[config.mk]
export PLATFORM = sky130hd
export DESIGN_NAME = pro_rata_allocator
export DESIGN_NICKNAME = d
export VERILOG_FILES = /design/src/rtl/prra_pkg.sv /design/src/rtl/pro_rata_allocator.sv /design/src/rtl/prra_muldiv.sv
export SDC_FILE = /design/constraint.sdc
export NUM_CORES = 2
export LEC_CHECK = 0
export BUFFER_PORTS_ARGS = -buffer_cell sky130_fd_sc_hd__buf_4
export CAP_MARGIN = 30
export CORE_MARGIN = 2
export CORE_UTILIZATION = 35
export CTS_CLUSTER_DIAMETER = 150
export DETAILED_ROUTE_END_ITERATION = 8
export PLACE_DENSITY = 0.51
export SLEW_MARGIN = 10
export SYNTH_ARGS = -nofsm -noshare
export SYNTH_HDL_FRONTEND = slang
export SYNTH_HIERARCHICAL = 1
export SYNTH_SLANG_ARGS = --single-unit
[constraint.sdc]
create_clock -name clk -period 9.4 [get_ports clk]
set_clock_uncertainty 0.1 [all_clocks]
set_input_delay 1.41 -clock clk [delete_from_list [all_inputs] [get_ports clk]]
set_output_delay 1.41 -clock clk [all_outputs]
set_load 0.1 [all_outputs]
[src/rtl/prra_pkg.sv]
// Shared types and constants for the pro-rata allocator.
package prra_pkg;

  localparam int QTY_BITS       = 48;
  localparam int SHARE_W        = QTY_BITS - 1;
  localparam int ORDER_W        = 6;
  localparam int MAX_ORDERS_DEF = 64;
  // need sum over up to 64 orders
  localparam int SUM_W          = QTY_BITS + 7;
  localparam int PROD_W         = 2 * SHARE_W;

  typedef struct packed {
    logic signed [QTY_BITS-1:0] need_qty;
    logic signed [QTY_BITS-1:0] pool_qty;
    logic                       last_item;
  } ord_beat_t;

  typedef struct packed {
    logic [SHARE_W-1:0] share_qty;
    logic [ORDER_W-1:0] order_index;
    logic               last_share;
  } alloc_beat_t;

  typedef enum logic [2:0] {
    ST_LOAD,
    ST_READ,
    ST_EVAL,
    ST_WAIT,
    ST_CLIP,
    ST_SEND
  } st_t;

  typedef enum logic [1:0] {
    MD_IDLE,
    MD_MUL,
    MD_DIV,
    MD_DONE
  } md_state_t;

  typedef struct packed {
    logic               start;
    logic [SHARE_W-1:0] a;
    logic [SHARE_W-1:0] b;
    logic [SUM_W-1:0]   d;
  } md_req_t;

  typedef struct packed {
    logic               done;
    logic [SHARE_W-1:0] q;
  } md_rsp_t;

endpackage

[src/rtl/pro_rata_allocator.sv]
// Pro-rata allocator top level: need memory, batch sequencer and share clipping.
// Sequence: a beat without the last mark is only stored. After the last beat each order
// is read and evaluated; an inactive one then goes to send, the last active one to clip
// and send, and any other first waits for the multiply steps and divide steps of the
// shared mul/div unit. Throughput: one order beat per cycle while loading; no input is
// taken while shares are being delivered, and an output stall holds the share beat.
// Reset: synchronous, clears counts, sums and sequencer; need memory is not cleared.
module pro_rata_allocator #(
  parameter int MAX_ORDERS = prra_pkg::MAX_ORDERS_DEF
) (
  input  logic                  clk,
  input  logic                  rst,
  input  logic                  ord_valid,
  output logic                  ord_stall,
  input  prra_pkg::ord_beat_t   ord_data,
  output logic                  alloc_valid,
  input  logic                  alloc_stall,
  output prra_pkg::alloc_beat_t alloc_data
);
  import prra_pkg::*;

  localparam int CNT_W = $clog2(MAX_ORDERS + 1);
  localparam int IDX_W = (MAX_ORDERS > 1) ? $clog2(MAX_ORDERS) : 1;

  st_t                state, state_next;
  logic [QTY_BITS-1:0] mem [MAX_ORDERS];
  logic [QTY_BITS-1:0] rd_data;
  logic [CNT_W-1:0]   loaded_count, loaded_count_next;
  logic [CNT_W-1:0]   active_count, active_count_next;
  logic [CNT_W-1:0]   seen, seen_next;
  logic [CNT_W-1:0]   idx, idx_next;
  logic [SUM_W-1:0]   need_sum, need_sum_next;
  logic [SHARE_W-1:0] amount_left, amount_left_next;
  logic [SHARE_W-1:0] cand, cand_next;
  alloc_beat_t        out_reg, out_reg_next;
  md_req_t            md_req;
  md_rsp_t            md_rsp;

  logic               ord_fire;
  logic               store_en;
  logic               in_pos;
  logic               tot_pos;
  logic               need_pos;
  logic               last_active;
  logic               last_order;
  logic [SHARE_W-1:0] need_val;
  logic [SHARE_W-1:0] share_c;
  logic [CNT_W-1:0]   seen_inc;

  prra_muldiv u_md (
    .clk (clk),
    .rst (rst),
    .req (md_req),
    .rsp (md_rsp)
  );

  assign ord_fire    = ord_valid && !ord_stall;
  assign store_en    = ord_fire && (loaded_count < CNT_W'(MAX_ORDERS));
  assign in_pos      = !ord_data.need_qty[QTY_BITS-1] && (ord_data.need_qty != '0);
  assign tot_pos     = !ord_data.pool_qty[QTY_BITS-1] && (ord_data.pool_qty != '0);
  assign need_pos    = !rd_data[QTY_BITS-1] && (rd_data != '0);
  assign need_val    = rd_data[SHARE_W-1:0];
  assign seen_inc    = seen + CNT_W'(1);
  assign last_active = (seen_inc == active_count);
  assign last_order  = ((idx + CNT_W'(1)) == loaded_count);
  assign share_c     = (cand > amount_left) ? amount_left : cand;

  always_comb begin
    state_next = state;
    unique case (state)
      ST_LOAD: if (ord_fire && ord_data.last_item) state_next = ST_READ;
      ST_READ: state_next = ST_EVAL;
      ST_EVAL: begin
        if (!need_pos) begin
          state_next = ST_SEND;
        end else if (last_active) begin
          state_next = ST_CLIP;
        end else begin
          state_next = ST_WAIT;
        end
      end
      ST_WAIT: if (md_rsp.done) state_next = ST_CLIP;
      ST_CLIP: state_next = ST_SEND;
      ST_SEND: if (!alloc_stall) state_next = last_order ? ST_LOAD : ST_READ;
      default: state_next = ST_LOAD;
    endcase
  end

  always_comb begin
    ord_stall    = (state != ST_LOAD);
    alloc_valid  = (state == ST_SEND);
    alloc_data   = out_reg;
    md_req.start = (state == ST_EVAL) && need_pos && !last_active;
    md_req.a     = need_val;
    md_req.b     = amount_left;
    md_req.d     = need_sum;
  end

  always_comb begin
    loaded_count_next = loaded_count;
    active_count_next = active_count;
    seen_next         = seen;
    idx_next          = idx;
    need_sum_next     = need_sum;
    amount_left_next  = amount_left;
    cand_next         = cand;
    out_reg_next      = out_reg;
    unique case (state)
      ST_LOAD: begin
        if (store_en) begin
          loaded_count_next = loaded_count + CNT_W'(1);
          if (in_pos) begin
            need_sum_next     = need_sum + SUM_W'(ord_data.need_qty[SHARE_W-1:0]);
            active_count_next = active_count + CNT_W'(1);
          end
        end
        if (ord_fire && ord_data.last_item) begin
          amount_left_next = tot_pos ? ord_data.pool_qty[SHARE_W-1:0] : '0;
          idx_next         = '0;
          seen_next        = '0;
        end
      end
      ST_READ: begin
      end
      ST_EVAL: begin
        out_reg_next.share_qty   = '0;
        out_reg_next.order_index = ORDER_W'(idx);
        out_reg_next.last_share  = last_order;
        if (need_pos) begin
          seen_next = seen_inc;
          if (last_active) begin
            cand_next = (amount_left < need_val) ? amount_left : need_val;
          end
        end
      end
      ST_WAIT: begin
        if (md_rsp.done) begin
          cand_next = (md_rsp.q > need_val) ? need_val : md_rsp.q;
        end
      end
      ST_CLIP: begin
        out_reg_next.share_qty = share_c;
        if (share_c != '0) begin
          amount_left_next = amount_left - share_c;
          need_sum_next    = need_sum - SUM_W'(need_val);
        end
      end
      ST_SEND: begin
        if (!alloc_stall) begin
          if (last_order) begin
            loaded_count_next = '0;
            active_count_next = '0;
            need_sum_next     = '0;
            amount_left_next  = '0;
          end else begin
            idx_next = idx + CNT_W'(1);
          end
        end
      end
      default: begin
      end
    endcase
  end

  always_ff @(posedge clk) begin
    if (rst) begin
      state        <= ST_LOAD;
      loaded_count <= '0;
      active_count <= '0;
      seen         <= '0;
      idx          <= '0;
      need_sum     <= '0;
      amount_left  <= '0;
    end else begin
      state        <= state_next;
      loaded_count <= loaded_count_next;
      active_count <= active_count_next;
      seen         <= seen_next;
      idx          <= idx_next;
      need_sum     <= need_sum_next;
      amount_left  <= amount_left_next;
    end
    cand    <= cand_next;
    out_reg <= out_reg_next;
  end

  always_ff @(posedge clk) begin
    if (store_en) begin
      mem[loaded_count[IDX_W-1:0]] <= ord_data.need_qty;
    end
    rd_data <= mem[idx[IDX_W-1:0]];
  end

endmodule

[src/rtl/prra_muldiv.sv]
// Iterative a*b/d unit: shift-add multiply, then restoring divide, one bit a cycle.
module prra_muldiv (
  input  logic             clk,
  input  logic             rst,
  input  prra_pkg::md_req_t req,
  output prra_pkg::md_rsp_t rsp
);
  import prra_pkg::*;

  localparam int CNT_W = $clog2(PROD_W);

  md_state_t          state, state_next;
  logic [PROD_W-1:0]  acc, acc_next;
  logic [SHARE_W-1:0] mplier, mplier_next;
  logic [SHARE_W-1:0] mcand, mcand_next;
  logic [SUM_W-1:0]   divisor, divisor_next;
  logic [SUM_W-1:0]   rem, rem_next;
  logic [SHARE_W-1:0] quo, quo_next;
  logic [CNT_W-1:0]   cnt, cnt_next;
  logic [SUM_W:0]     trial;
  logic               fits;

  assign trial = {rem, acc[PROD_W-1]};
  assign fits  = trial >= {1'b0, divisor};

  always_comb begin
    state_next = state;
    unique case (state)
      MD_IDLE: if (req.start) state_next = (req.d == '0) ? MD_DONE : MD_MUL;
      MD_MUL:  if (cnt == '0) state_next = MD_DIV;
      MD_DIV:  if (cnt == '0) state_next = MD_DONE;
      MD_DONE: state_next = MD_IDLE;
      default: state_next = MD_IDLE;
    endcase
  end

  always_comb begin
    acc_next     = acc;
    mplier_next  = mplier;
    mcand_next   = mcand;
    divisor_next = divisor;
    rem_next     = rem;
    quo_next     = quo;
    cnt_next     = cnt;
    unique case (state)
      MD_IDLE: begin
        if (req.start) begin
          mplier_next  = req.a;
          mcand_next   = req.b;
          divisor_next = req.d;
          acc_next     = '0;
          quo_next     = '0;
          cnt_next     = CNT_W'(SHARE_W - 1);
        end
      end
      MD_MUL: begin
        acc_next    = (acc << 1) +
                      (mplier[SHARE_W-1] ? {{SHARE_W{1'b0}}, mcand} : {PROD_W{1'b0}});
        mplier_next = mplier << 1;
        cnt_next    = cnt - CNT_W'(1);
        if (cnt == '0) begin
          cnt_next = CNT_W'(PROD_W - 1);
          rem_next = '0;
        end
      end
      MD_DIV: begin
        acc_next = acc << 1;
        quo_next = {quo[SHARE_W-2:0], fits};
        rem_next = fits ? SUM_W'(trial - {1'b0, divisor}) : trial[SUM_W-1:0];
        cnt_next = cnt - CNT_W'(1);
      end
      MD_DONE: begin
      end
      default: begin
      end
    endcase
  end

  always_comb begin
    rsp.done = (state == MD_DONE);
    rsp.q    = quo;
  end

  always_ff @(posedge clk) begin
    if (rst) begin
      state <= MD_IDLE;
    end else begin
      state <= state_next;
    end
    acc     <= acc_next;
    mplier  <= mplier_next;
    mcand   <= mcand_next;
    divisor <= divisor_next;
    rem     <= rem_next;
    quo     <= quo_next;
    cnt     <= cnt_next;
  end

endmodule

==> results_dict.tcl <==
set metrics [dict create \
    syn_avg_cell_area_um2 17.3 \
    vias 91432 \
    crit-reg2reg-launch "amount_left[25]" \
    drc_errors 0 \
    wire_per_inst_um 32.3 \
    regArea_um2 110000 \
    run_status "completed" \
    wirelength_um 515000 \
    hold_class "reg -> reg" \
    p_clk_share_pct 34.3 \
    rsz0062_at_grt "no" \
    p_per_area_nw_per_um2 248 \
    period_share_pct 80.1 \
    viasPerCell 5.73 \
    cp_common_cell "a21o_1" \
    grt_pass1_wl_um 717000 \
    critPathLaunchType "flop" \
    cts-htree-levels 5 \
    ys.flop_type "edfxtp_1" \
    cts_tree "done" \
    drive_above_1_share_pct 22.5 \
    first_iter_violations 10266 \
    cts_sinks 3708 \
    core_um2 456000 \
    crit_path_end_kind "flop" \
    synth_nets 9683 \
    synth_edf_count 3525 \
    post_cts_buffers 0 \
    maxSlewHeadroom_pct 28.0 \
    nets 10029 \
    postCtsHoldBufs 0 \
    final_cells 15943 \
    cts_resized 0 \
    holdPathStages 2 \
    startpoint "amount_left[25]" \
    netlist_instances 9238 \
    ys.warnings.count 6 \
    synth-seq-cells 3708 \
    cts_buffers 394 \
    place_ws_ns 0.966 \
    min-delay-start "seen[6]" \
    clockBufferDepth 4 \
    initial_utilization_pct 35.1 \
    power.internal_mw 31.5 \
    multiInputGateArea_um2 48400 \
    row_count 248 \
    die_h_um 680 \
    path_class "reg -> reg" \
    peakVddDrop_uv 186 \
    drv_slew 0 \
    p_switching_mw 13.8 \
    syn_area_um2 160000 \
    max_freq_mhz 133 \
    worstPathMaxFanout 17 \
    clk_latency_ns 1.00 \
    die_area_um2 463000 \
    io_pins 157 \
    reg2reg_depth 23 \
    postRouteAntennaNets 0 \
    leakage_nw 58.5 \
    async_flop_share_pct 0 \
    setup_violations 0 \
    power_frac_comb_pct 21.0 \
    ys_seq_area_share_pct 68.4 \
    fill_cells 40860 \
    worst_slack_ns 1.87 \
    hpwlAfterDp_um 312000 \
    grt_max_degree 131 \
    grt_overflow_total 0 \
    min_to "seen[6]" \
    dp.cells 15181 \
    regToRegEndpoint "amount_left[38]" \
    syn2layout_area_growth_pct 14.3 \
    routabilityCongestion 0.887 \
    port-buffer-count 156 \
    drtPass1Iterations 6 \
    finalCriticalPeriod_ns 7.53 \
    antenna_found_initial 28 \
    crit_chain "inv_1 -> ha_1 -> nand4_1 -> nor4_2 -> nand2_1 -> or3_4 -> nand2_1 -> nor2_2 -> o21ai_0 -> ha_1 -> inv_1 -> ha_1 -> a21o_1 -> a21o_1 -> a21o_1 -> a21o_1 -> nand4_1 -> nand3_1 -> o311ai_0 -> nand3_1 -> a211oi_1 -> mux2i_1 -> a221oi_1" \
    grt_pass1_vias 90675 \
    slowest_stage "o311ai_0" \
    yosysUniqueCellTypes 104 \
    drv_cap 0 \
    cp.required_ns 10.11 \
    root_buffer "clkbuf_16" \
    die_w_um 680 \
    pwr-share-seq_pct 44.7 \
    final_common_cell "edfxtp_1" \
    reg2reg_slack_ns 1.87 \
    final_cell_mix "edfxtp_1, mux4_2, nand2_1" \
    p_sw_share_pct 30.4 \
    path_clk_slew_ns 0.06 \
    hold_viol 0 \
    tightest_slew_ns 1.08 \
    cp.arrival_ns 8.24 \
    fin_setup_tns_ns 0 \
    grtUsageTotal_pct 21.8 \
    critPathMaxStageDelay_ns 0.83 \
]
## stage by stage
step | area, um^2 | util (%) | hold slack [ns] | total power, mW
3_3_place_gp | 170000 | 37.2 | 0.356 | 29.8
2_1_floorplan | 160000 | - | 0.306 | 26.8
3_5_place_dp | 170000 | 37.3 | 0.383 | 30.0
5_1_grt | 183000 | 40.1 | 0.414 | 47.2
4_1_cts | 183000 | 40.1 | 0.391 | 45.5
6_report | 183000 | 40.1 | 0.393 | 45.3
## registers in the layout (all words and copies together), names as in the netlist, 48 cells and up
signal        cells
mem            3072
u_md/acc         94
need_sum         55
u_md/divisor     55
u_md/rem         55
alloc_data       54
rd_data          48
## final cells by class
type	instances	area share [%]
Inverter	234	0.482
Multi-Input combinational cell	4812	26.4
Timing Repair Buffer	434	2.04
Sequential cell	3708	59.9
Antenna cell	30	0.0410
Clock buffer	497	5.72
Tap cell	6000	4.10
Clock inverter	228	1.28
## layer usage
layer	track usage, %	routed length, um	up-vias
li1	-	-	38231
met1	30.3	216000	48786
met2	35.6	246000	3702
met3	3.26	36300	707
met4	6.45	16300	6
met5	0	42	-
## worst max path at each step
stage | slack, ns | depth (start not counted) | end
2_1_floorplan | 2.25 | 24 | need_sum[54]
3_3_place_gp | 0.60 | 26 | need_sum[54]
3_5_place_dp | 0.97 | 26 | need_sum[54]
4_1_cts | 1.58 | 23 | amount_left[43]
5_1_grt | 1.35 | 23 | amount_left[38]
6_report | 1.87 | 23 | amount_left[38]
## power groups by stage
stage | combinational [mW] | sequential, mW | clock (mW)
floorplan | 6.45 | 20.3 | 0
global placement | 9.32 | 20.5 | 0
detailed placement | 9.39 | 20.6 | 0
CTS | 9.44 | 20.2 | 15.8
global route | 10.4 | 20.3 | 16.4
finish | 9.53 | 20.2 | 15.6
## cells in the mapped netlist, types with 128 or more instances
cell	n	share of area (%)
clkbuf_1	383	0.90
nand3_1	238	0.74
o21ai_0	301	0.94
mux4_2	1008	14
a21o_1	156	0.73
a21oi_1	371	1.2
xnor2_1	128	0.70
nand2_1	432	1.0
nor2_1	410	0.96
inv_1	233	0.55
edfxtp_1	3525	66
dfxtp_1	183	2.3
ha_1	341	2.7
## worst max-delay path: cells and delay by family (launching register included)
| kind | cells | cell delay [ns] |
|---|---|---|
| buffers and inverters | 2 | 0.23 |
| adders and majority gates | 3 | 0.83 |
| muxes | 1 | 0.24 |
| DFF | 1 | 0.71 |
| AOI/OAI and AO/OA | 8 | 2.51 |
| and+or+nand+nor | 9 | 2.73 |
## kinds of logic (layout without fill, tap and decap cells)
group | count (synthesis) | count (layout) | synth area share, %
other | 0 | 30 | 0
multiplexers | 1108 | 1108 | 14.8
AND/OR/NAND/NOR | 1769 | 1769 | 5.48
AO/OA/AOI/OAI | 1338 | 1338 | 5.41
buffers and inverters | 718 | 1393 | 1.74
flip-flops | 3708 | 3708 | 68.4
XOR/XNOR | 249 | 249 | 1.36
adder cells (fa/ha/maj) | 348 | 348 | 2.73
No activity file was read; power rests on OpenSTA's default activity.
